File: src/design/sorted_two_level_timer_queue_core_assert.svh
// Assertion macros for the sorted two-level timer queue.
`ifndef SORTED_TWO_LEVEL_TIMER_QUEUE_CORE_ASSERT_SVH
`define SORTED_TWO_LEVEL_TIMER_QUEUE_CORE_ASSERT_SVH
// Same-cycle implication, sampled on the rising edge outside reset.
`define STQT_ASSERT_IMP(lbl, ante, cons, msg) \
  lbl: assert property (@(posedge clk) disable iff (rst) (ante) |-> (cons)) \
    else $error(msg);
// Next-cycle implication, sampled on the rising edge outside reset.
`define STQT_ASSERT_NEXT(lbl, ante, cons, msg) \
  lbl: assert property (@(posedge clk) disable iff (rst) (ante) |=> (cons)) \
    else $error(msg);
`endif

File: src/design/stqt_pkg.sv
// Types, constants and codes shared by the timer queue modules.
`default_nettype none
package stqt_pkg;
  localparam int SHORT_DEPTH = 32;
  localparam int LONG_DEPTH  = 32;
  localparam int JOB_SLOTS   = 64;
  localparam int SLOT_W      = $clog2(JOB_SLOTS);
  localparam int HEAD_W      = SLOT_W + 1;
  localparam int SCNT_W      = $clog2(SHORT_DEPTH);
  localparam int LCNT_W      = $clog2(LONG_DEPTH);
  localparam int FIFO_DEPTH  = 2;

  localparam logic [15:0] REBASE_AT   = 16'd32000;
  localparam logic [15:0] MAX_DELAY   = 16'd32000;
  localparam logic [15:0] NO_EXPIRY   = 16'hFFFF;
  localparam logic [14:0] LIMIT_RESET = 15'd100;

  localparam logic [2:0] ERR_OK         = 3'd0;
  localparam logic [2:0] ERR_SHORT_FULL = 3'd1;
  localparam logic [2:0] ERR_LONG_FULL  = 3'd2;
  localparam logic [2:0] ERR_TOO_LONG   = 3'd3;
  localparam logic [2:0] ERR_NO_SLOT    = 3'd4;

  typedef struct packed {
    logic        action;
    logic [15:0] delay;
  } item_t;

  typedef struct packed {
    logic [5:0] job_slot;
    logic       slot_valid;
    logic [2:0] error;
    logic       last;
  } result_t;

  typedef enum logic [1:0] {CMD_TICK, CMD_SHORT, CMD_LONG, CMD_TOO_LONG} cmd_kind_t;

  typedef struct packed {
    cmd_kind_t   kind;
    logic [15:0] delay;
  } cmd_t;

  typedef struct packed {
    logic full;
    logic empty;
  } fifo_stat_t;

  typedef struct packed {
    logic [15:0]       tm;
    logic [SLOT_W-1:0] slot;
  } qent_t;

  typedef enum logic [2:0] {
    BK_IDLE, BK_INSERT, BK_LINK, BK_TICK, BK_CHECK, BK_DRAIN_S, BK_DRAIN_L
  } bk_state_t;
endpackage
`default_nettype wire

File: src/design/stqt_front.sv
// Front end: takes input beats and classifies them into queue commands.
`default_nettype none
module stqt_front (
  input  wire logic                 start,
  input  wire stqt_pkg::item_t      item,
  input  wire logic [14:0]          short_limit,
  input  wire stqt_pkg::fifo_stat_t stat,
  output logic                      busy,
  output logic                      push,
  output stqt_pkg::cmd_t            push_data
);
  import stqt_pkg::*;

  logic [15:0] delay_eff;

  assign busy      = stat.full;
  assign push      = start && !stat.full;
  assign delay_eff = (item.delay == '0) ? 16'd1 : item.delay;

  // Queue choice is made here so that the back end only checks capacity.
  always_comb begin
    push_data.delay = delay_eff;
    if (item.action) begin
      push_data.kind = CMD_TICK;
    end else if (delay_eff < {1'b0, short_limit}) begin
      push_data.kind = CMD_SHORT;
    end else if (delay_eff <= MAX_DELAY) begin
      push_data.kind = CMD_LONG;
    end else begin
      push_data.kind = CMD_TOO_LONG;
    end
  end
endmodule
`default_nettype wire

File: config.mk
export PLATFORM = sky130hd
export DESIGN_NAME = stqt_front
export DESIGN_NICKNAME = d
export VERILOG_FILES = /design/src/design/sorted_two_level_timer_queue_core_assert.svh /design/src/design/stqt_pkg.sv /design/src/design/stqt_front.sv
export SDC_FILE = /design/constraint.sdc
export NUM_CORES = 1
export LEC_CHECK = 0
export BUFFER_PORTS_ARGS = -buffer_cell sky130_fd_sc_hd__buf_2
export CAP_MARGIN = 10
export CORE_MARGIN = 8
export CORE_UTILIZATION = 34
export DETAILED_ROUTE_END_ITERATION = 6
export GPL_ROUTABILITY_DRIVEN = 0
export GPL_TIMING_DRIVEN = 0
export PLACE_DENSITY = 0.79
export SLEW_MARGIN = 15
export SYNTH_ARGS = -nofsm -noshare
export SYNTH_HDL_FRONTEND = slang
export SYNTH_SLANG_ARGS = --single-unit
File: constraint.sdc
create_clock -name vclk -period 1.4
set_input_delay 0.07 -clock vclk [all_inputs]
set_output_delay 0.07 -clock vclk [all_outputs]
set_load 0.01 [all_outputs]
==> summary.md <==
| Metric | Value |
|---|---|
| Post-DRT Antenna Nets | 0 |
| First-pass GRT wire length | 3174 µm |
| Final setup vio count | 2 |
| Syn avg cell area | 6.890 µm² |
| Vias/cell | 5.007 |
| Setup TNS | -0.2651 ns |
| Seq/Total Area, Yosys | 0 |
| Dpl hpwl | 1681 µm |
| Violated checks | negative setup slack |
| Mapped Nets | 128 |
| Max-slew headroom | 0.7758 |
| Final Hold Viols | 0 |
| Initial antenna violation count | 0 |
| Leakage power | 0.5593 nW |
| Slowest-stage cell, CP | a221oi_2 |
| Crit path largest cell delay | 0.27 ns |
| Cells after Synth | 79 |
| Die height | 56.01 µm |
| Met1 Resource Use GR | 0.1186 |
| Vias in the first global route | 794 |
| Pin count of the biggest net entering global routing | 6 |
| Worst slew pin tran | 0.3328 ns |
| Diode count | 0 |
| Total wire length | 1980 µm |
| PD cells | 300.2 nW/µm² |
| CP endpoint kind | primary output |
| Std cell rows | 14 |
| Crit path DAT | 1.47 ns |
| Multi-input logic area | 604.3 µm² |
| Crit path cell chain | buf_6 > inv_2 > ha_4 > and3_4 > a221oi_2 > o221ai_1 > a21o_1 > and2b_1 > buf_2 |
| Met3 usage | 0.05251 |
| Worst hold stages | 2 |
| Worst setup margin | -0.1429 ns |
| Worst hold start | item[10] |
| Critical path type | in -> out |
| Register area | 0 µm² |
| Gr ovfl total | 0 |
| Final period util | 1.102 |
| Maximum vdd drop | 0.1539 mV |
| MaxCap Viol Count | 0 |
| Fin area | 1120 µm² |
| Avg WL per Cell | 13.29 µm |
| Peak Freq | 0.6481 GHz |
| Min Tclk post-route | 1.543 ns |
| Hold Path Class | in -> out |
| Core ar. | 1506 µm² |
| Nets | 184 |
| Critical Path Start Type | primary input |
| Status | finished with violations |
| Hold Path End | push_data[10] |
| Vias | 746 |
| Syn. warnings | 0 |
| Final Max Slew Viols | 0 |
| Critical path fanouts, max | 2 |
| Util after Layout | 0.7434 |
| CP required | 1.33 ns |
| RSZ-0062 raised after global routing | yes |
| Clock buffer cells | 0 |
| Placed Instance Area | 878.3 µm² |
| Share of layout cells above drive strength 1 | 0.7068 |
| M2 GR Usage | 0.2029 |
| Area of the die | 3137 µm² |
| Sequential cells | 0 |
| Filler Cells Inserted | 109 |
| DR pass1 iterations | 3 |
| Global-route layer with the greatest usage | met2 |
| Die Width | 56.01 µm |
| GRT Total Usage | 0.1109 |
| Synthesized area | 544.3 µm² |
| DRT iter0 DRCs | 5 |
| Distinct cells, synth | 30 |
| Port bufs | 54 |
| Residual DRC | 0 |
| Initial core utilization | 0.3613 |
| Io pins | 55 |
| Area Growth Syn to Fin | 105.7% |
[report_power, final]
group / switching, mW / internal [mW]
Sequential: 0 / 0
Clock: 0 / 0
Combinational: 0.150 / 0.186
[cell families after synthesis]
kind of cell | count (synthesis) | share of synthesized area
AOI/OAI and AO/OA | 16 | 0.2276
adders and majority gates | 14 | 0.3218
buffers and inverters | 31 | 0.2230
muxes | 1 | 0.02069
and+or+nand+nor | 17 | 0.2069
[critical path, delay by kind of cell]
| family | cells | cell delay [ns] |
|---|---|---|
| adders and majority gates | 1 | 0.20 |
| and+or+nand+nor | 2 | 0.34 |
| buffers and inverters | 3 | 0.27 |
| AOI/OAI and AO/OA | 3 | 0.59 |
[cell type report]
type | count | share of cell area
Timing Repair Buffer | 60 | 0.3408
Multi-Input combinational cell | 48 | 0.5397
Buffer | 10 | 0.05140
Inverter | 15 | 0.05028
Tap cell | 16 | 0.01788
[layout by cell type (no fill, tap or decap), types with 2 or more instances in the layout]
| cell | netlist | layout |
|---|---|---|
| nand2_1 | 2 | 2 |
| ha_1 | 14 | 3 |
| buf_2 | 1 | 45 |
| clkbuf_1 | 14 | 6 |
| ha_4 | 0 | 10 |
| buf_4 | 1 | 7 |
| buf_6 | 0 | 11 |
| a21o_1 | 3 | 3 |
| inv_1 | 15 | 8 |
| nor3_1 | 2 | 2 |
| a21oi_2 | 0 | 2 |
| inv_2 | 0 | 7 |
[worst max path at each step]
stage | from | end | slack (ns) | cells after the start
floorplan | item[11] | push_data[17] | 0.003 | 7
global placement | item[9] | push_data[17] | -0.29 | 9
detailed placement | item[9] | push_data[17] | -0.29 | 9
CTS | item[11] | push_data[17] | -0.19 | 8
global route | item[6] | push_data[17] | -0.22 | 8
finish | short_limit[11] | push_data[17] | -0.14 | 9
[routing by layer]
layer / part of all wire / vias up
li1: - / 375
met1: 0.40 / 331
met2: 0.48 / 40
met3: 0.12 / 0
met4: 0 / 0
met5: 0 / -
[synthesized netlist by cell type, drive strengths merged, types with 2 or more instances]
cell type	number	area (µm²)
nand3	2	10.01
ha	14	175.2
clkbuf	14	52.55
nor2	2	7.510
a21o	3	22.52
inv	15	56.30
nor4	2	18.77
o21ai	2	10.01
nand2	2	7.510
a21oi	3	15.01
nor3	2	10.01
buf	2	12.51
[what timing repair did]
| item | 4_1_cts | 5_1_grt |
|---|---|---|
| setup endpoints to repair | 2 | 2 |
| buffers inserted | 5 | 1 |
| resized for setup | 33 | 13 |
| pin swaps | 13 | 6 |
| hold buffers | 0 | 0 |
[per-stage QoR]
step / hold WS (ns) / worst slack (ns) / instances / power [mW]
after CTS: 0.3574 / -0.1886 / 148 / 0.3128
after detailed placement: 0.3913 / -0.2938 / 149 / 0.2530
after floorplan: 0.1660 / 0.002519 / 79 / 0.1436
after global routing: 0.3622 / -0.2235 / 149 / 0.3737
final: 0.3546 / -0.1429 / 149 / 0.3362
after global placement: 0.3844 / -0.2920 / 149 / 0.2451
Note: power is estimated with default switching activity, not from simulation.
