**src/design/sorted_two_level_timer_queue_core_assert.svh**
```systemverilog
// Assertion macros for the sorted two-level timer queue.
`ifndef SORTED_TWO_LEVEL_TIMER_QUEUE_CORE_ASSERT_SVH
`define SORTED_TWO_LEVEL_TIMER_QUEUE_CORE_ASSERT_SVH
// Same-cycle implication, sampled on the rising edge outside reset.
`define STQT_ASSERT_IMP(lbl, ante, cons, msg) \
  lbl: assert property (@(posedge clk) disable iff (rst) (ante) |-> (cons)) \
    else $error(msg);
// Next-cycle implication, sampled on the rising edge outside reset.
`define STQT_ASSERT_NEXT(lbl, ante, cons, msg) \
  lbl: assert property (@(posedge clk) disable iff (rst) (ante) |=> (cons)) \
    else $error(msg);
`endif

```
**src/design/stqt_pkg.sv**
```systemverilog
// Types, constants and codes shared by the timer queue modules.
`default_nettype none
package stqt_pkg;
  localparam int SHORT_DEPTH = 32;
  localparam int LONG_DEPTH  = 32;
  localparam int JOB_SLOTS   = 64;
  localparam int SLOT_W      = $clog2(JOB_SLOTS);
  localparam int HEAD_W      = SLOT_W + 1;
  localparam int SCNT_W      = $clog2(SHORT_DEPTH);
  localparam int LCNT_W      = $clog2(LONG_DEPTH);
  localparam int FIFO_DEPTH  = 2;

  localparam logic [15:0] REBASE_AT   = 16'd32000;
  localparam logic [15:0] MAX_DELAY   = 16'd32000;
  localparam logic [15:0] NO_EXPIRY   = 16'hFFFF;
  localparam logic [14:0] LIMIT_RESET = 15'd100;

  localparam logic [2:0] ERR_OK         = 3'd0;
  localparam logic [2:0] ERR_SHORT_FULL = 3'd1;
  localparam logic [2:0] ERR_LONG_FULL  = 3'd2;
  localparam logic [2:0] ERR_TOO_LONG   = 3'd3;
  localparam logic [2:0] ERR_NO_SLOT    = 3'd4;

  typedef struct packed {
    logic        action;
    logic [15:0] delay;
  } item_t;

  typedef struct packed {
    logic [5:0] job_slot;
    logic       slot_valid;
    logic [2:0] error;
    logic       last;
  } result_t;

  typedef enum logic [1:0] {CMD_TICK, CMD_SHORT, CMD_LONG, CMD_TOO_LONG} cmd_kind_t;

  typedef struct packed {
    cmd_kind_t   kind;
    logic [15:0] delay;
  } cmd_t;

  typedef struct packed {
    logic full;
    logic empty;
  } fifo_stat_t;

  typedef struct packed {
    logic [15:0]       tm;
    logic [SLOT_W-1:0] slot;
  } qent_t;

  typedef enum logic [2:0] {
    BK_IDLE, BK_INSERT, BK_LINK, BK_TICK, BK_CHECK, BK_DRAIN_S, BK_DRAIN_L
  } bk_state_t;
endpackage
`default_nettype wire

```
**src/design/stqt_cmd_fifo.sv**
```systemverilog
// Short command queue between the front and the back.
`default_nettype none
module stqt_cmd_fifo (
  input  wire logic                clk,
  input  wire logic                rst,
  input  wire logic                push,
  input  wire stqt_pkg::cmd_t      push_data,
  input  wire logic                pop,
  output stqt_pkg::cmd_t           pop_data,
  output stqt_pkg::fifo_stat_t     stat
);
  import stqt_pkg::*;
  localparam int PTR_W = (FIFO_DEPTH > 1) ? $clog2(FIFO_DEPTH) : 1;
  localparam int CNT_W = $clog2(FIFO_DEPTH + 1);

  cmd_t             mem [FIFO_DEPTH];
  logic [PTR_W-1:0] wr_ptr, rd_ptr;
  logic [CNT_W-1:0] count;

  assign pop_data   = mem[rd_ptr];
  assign stat.full  = (count == CNT_W'(FIFO_DEPTH));
  assign stat.empty = (count == '0);

  // Pointers and fill level.
  always_ff @(posedge clk) begin
    if (rst) begin
      wr_ptr <= '0;
      rd_ptr <= '0;
      count  <= '0;
    end else begin
      if (push) begin
        wr_ptr <= (wr_ptr == PTR_W'(FIFO_DEPTH - 1)) ? '0 : wr_ptr + 1'b1;
      end
      if (pop) begin
        rd_ptr <= (rd_ptr == PTR_W'(FIFO_DEPTH - 1)) ? '0 : rd_ptr + 1'b1;
      end
      if (push && !pop) begin
        count <= count + 1'b1;
      end else if (pop && !push) begin
        count <= count - 1'b1;
      end
    end
  end

  // Storage.
  always_ff @(posedge clk) begin
    if (push) begin
      mem[wr_ptr] <= push_data;
    end
  end
endmodule
`default_nettype wire

```
**config.mk**
```make
export PLATFORM = sky130hd
export DESIGN_NAME = stqt_cmd_fifo
export DESIGN_NICKNAME = d
export VERILOG_FILES = /design/src/design/sorted_two_level_timer_queue_core_assert.svh /design/src/design/stqt_pkg.sv /design/src/design/stqt_cmd_fifo.sv
export SDC_FILE = /design/constraint.sdc
export NUM_CORES = 1
export LEC_CHECK = 0
export BUFFER_PORTS_ARGS = -buffer_cell sky130_fd_sc_hd__buf_2
export CORE_ASPECT_RATIO = 0.8
export CORE_MARGIN = 8
export CORE_UTILIZATION = 48
export CTS_BUF_LIST = sky130_fd_sc_hd__clkbuf_8
export CTS_CLUSTER_DIAMETER = 60
export CTS_CLUSTER_SIZE = 16
export DETAILED_ROUTE_END_ITERATION = 8
export PLACE_DENSITY = 0.78
export SLEW_MARGIN = 10
export SYNTH_ARGS = -nofsm -noshare
export SYNTH_HDL_FRONTEND = slang
export SYNTH_SLANG_ARGS = --single-unit
export TNS_END_PERCENT = 5
```
**constraint.sdc**
```tcl
create_clock -name clk -period 1.6 [get_ports clk]
set_input_delay 0.16 -clock clk [delete_from_list [all_inputs] [get_ports clk]]
set_output_delay 0.16 -clock clk [all_outputs]
set_load 0.03 [all_outputs]
```
==> impl_metrics.ini <==
[outcome]
status = finished, final reports clean

[critical_path]
cp-start-kind = flip-flop
cp-end-kind = primary output
slowest_delay_ns = 0.35
arrival_ns = 1.34
path_cells = buf_4, mux2_2, buf_2
r2r_start = count[0]$_SDFFE_PP0P_
crit_fanout = 10
path_class = flip-flop to primary output
crit_slowest_cell = mux2_2
critPathRequiredTime_ns = 1.44
rrSetupSlack_ns = 0.56

[clocking]
cts_tree = built
numCtsBuffers = 5
clk_pin_slew_ns = 0.08
cts_setup_buffers = 0
clock_latency_ns = 0.29
cts.sinks = 41
max-clock-path-buffers = 2
ctsResizeCount = 0
htree_levels = 2
clockRootBuffer = clkbuf_8
cts_hold_buf = 0

[placement]
placedCellCount = 163
io_buffers = 41
hpwlAfterDp_um = 2030
gp_congestion = 0.668

[pwr]
ir_worst_vdd_v = 0.000811
power_density_mw_per_mm2 = 1290
p_seq_frac = 0.514
p_sw_frac = 0.247
power_frac_clock = 0.332
comb_power_share = 0.154
internal_power_uw = 1850
switchingPower_uw = 608
p_leak_uw = 0.000748

[synthesis]
syn_area_per_cell_um2 = 19.3
synth-simple-area-share = 0.0308
synth_top_family_by_area = multiplexers
synth_xor_area_frac = 0.0233
synth_compound_area_frac = 0.00666
synth_area_mm2 = 0.00150
yosysWarnings = 0
synth_adder_area_share = 0.00832
ys_ff_latch = 41
synth.distinct_cells = 16
synthCells = 78
synth_mux_area_frac = 0.135
seq_area_frac_synth = 0.785
syn-num-nets = 101

[cells_and_area]
num_antenna_cells = 0
fin_nets = 153
syn_to_final_growth_pct = 27.0
fill_cells = 246
drive_gt1_frac = 0.573
finalNonFillerCells = 171
final_core_utilization = 0.628

[sta]
fin_worst_skew_ns = 0.00482
setup-violations-final = 0
slew_violations = 0
fin_crit_sh = 0.936
layout_min_cycle_time_ns = 1.50
rsz0062_at_grt = no
tns_ns = 0
max_freq_ghz = 0.667
worstMarginPinSlew_ns = 0.175
finalHoldViolCount = 0
maxSlewHeadroom = 0.883

[min_path]
hp-class = primary input to flip-flop
min-delay-start = push_data[11]

[floorplanning]
die_area_mm2 = 0.00519
ios = 42
die_x_um = 78.6
rows = 18
fp.dieH_um = 66.1
core_area_mm2 = 0.00304
start_util = 0.495

[route]
routed_wl_um = 2670
via_count = 800
detail_route.wl_per_cell_um = 15.6
drt_first_pass_iters = 2
via_per_inst = 4.68
drc = 0
first_iter_violations = 17
antenna_left = 0

[global_routing]
antenna_found_initial = 0
grt_usage = 0.111
grt_pass1_wl_um = 4330
grt_pass1_vias = 913
overflow = 0
grt_max_degree = 15

[job]
drv_cap = 0
-- flip-flops by register name, summed over array words and instances (netlist names), named ones only --
name    flops
mem        36
count       2
rd_ptr      1
wr_ptr      1
-- critical path: cells and delay by family (launching register included) --
kind	cells	cell delay, ns
buffers and inverters	2	0.36
multiplexers	1	0.35
flip-flops	1	0.34
-- placed cells by master, fill, tap and decap left out, drive strengths merged, types with 2 or more instances in the layout --
| cell | Yosys | final |
|---|---|---|
| buf | 2 | 47 |
| edfxtp | 36 | 36 |
| mux2 | 18 | 18 |
| nor2 | 5 | 5 |
| dfxtp | 5 | 5 |
| clkbuf | 0 | 5 |
| xor2 | 2 | 2 |
| xnor2 | 2 | 2 |
-- through the flow --
stage          hold slack [ns]  power, uW  cell area [um^2]  setup WS (ns)
2_1_floorplan            0.229       1540              1500         0.0528
3_3_place_gp             0.348       1660              1790          0.425
3_5_place_dp             0.352       1680              1790          0.411
4_1_cts                 0.0396       2500              1910         0.0806
5_1_grt                 0.0315       2560              1910         0.0503
6_report                0.0496       2460              1910          0.102
-- cells by family (layout without fill, tap and decap cells) --
group | after synthesis | in the layout
simple gates | 9 | 9
xor+xnor | 4 | 4
fa+ha+maj | 1 | 1
buf+inv | 3 | 56
mux | 18 | 18
compound gates | 2 | 2
flops | 41 | 41
-- worst paths after layout --
check / endpoint / depth (start not counted)
max reg2reg: count[1]$_SDFFE_PP0P_ / 3
max: pop_data[11] / 3
min: mem[0][11]$_DFFE_PP_ / 1
min reg2reg: count[1]$_SDFFE_PP0P_ / 2
-- power groups by stage --
| stage | logic, uW | registers [uW] | clock network (uW) |
|---|---|---|---|
| 2_1_floorplan | 259 | 1280 | 0 |
| 3_3_place_gp | 377 | 1280 | 0 |
| 3_5_place_dp | 385 | 1290 | 0 |
| 4_1_cts | 388 | 1270 | 845 |
| 5_1_grt | 408 | 1270 | 880 |
| 6_report | 379 | 1270 | 816 |
-- cell usage after synthesis --
master,instances,share of area
nor2_1,5,0.012
a21oi_1,1,0.0033
buf_2,1,0.0033
o21ai_0,1,0.0033
or3_1,1,0.0042
nor2b_1,1,0.0042
edfxtp_1,36,0.72
xor2_1,2,0.012
xnor2_1,2,0.012
mux2_2,18,0.13
ha_1,1,0.0083
and2b_2,1,0.0058
and2_1,1,0.0042
inv_1,1,0.0025
dfxtp_1,5,0.067
buf_4,1,0.0050
-- area by class of cell --
class / count / area (um^2) / area share
Sequential cell: 41 / 1180 / 0.619
Multi-Input combinational cell: 34 / 309 / 0.162
Timing Repair Buffer: 47 / 250 / 0.131
Clock buffer: 5 / 68.8 / 0.0360
Tap cell: 40 / 50.0 / 0.0262
Clock inverter: 3 / 46.3 / 0.0242
Inverter: 1 / 3.75 / 0.00197
-- metal layers --
metal | GRT usage | vias up | part of all wire
met5 | 0 | - | 0
met4 | 0.0415 | 0 | 0.0079
met3 | 0.0693 | 3 | 0.094
met2 | 0.184 | 29 | 0.49
met1 | 0.114 | 372 | 0.41
li1 | - | 396 | -
No activity file was read; power rests on OpenSTA's default activity.
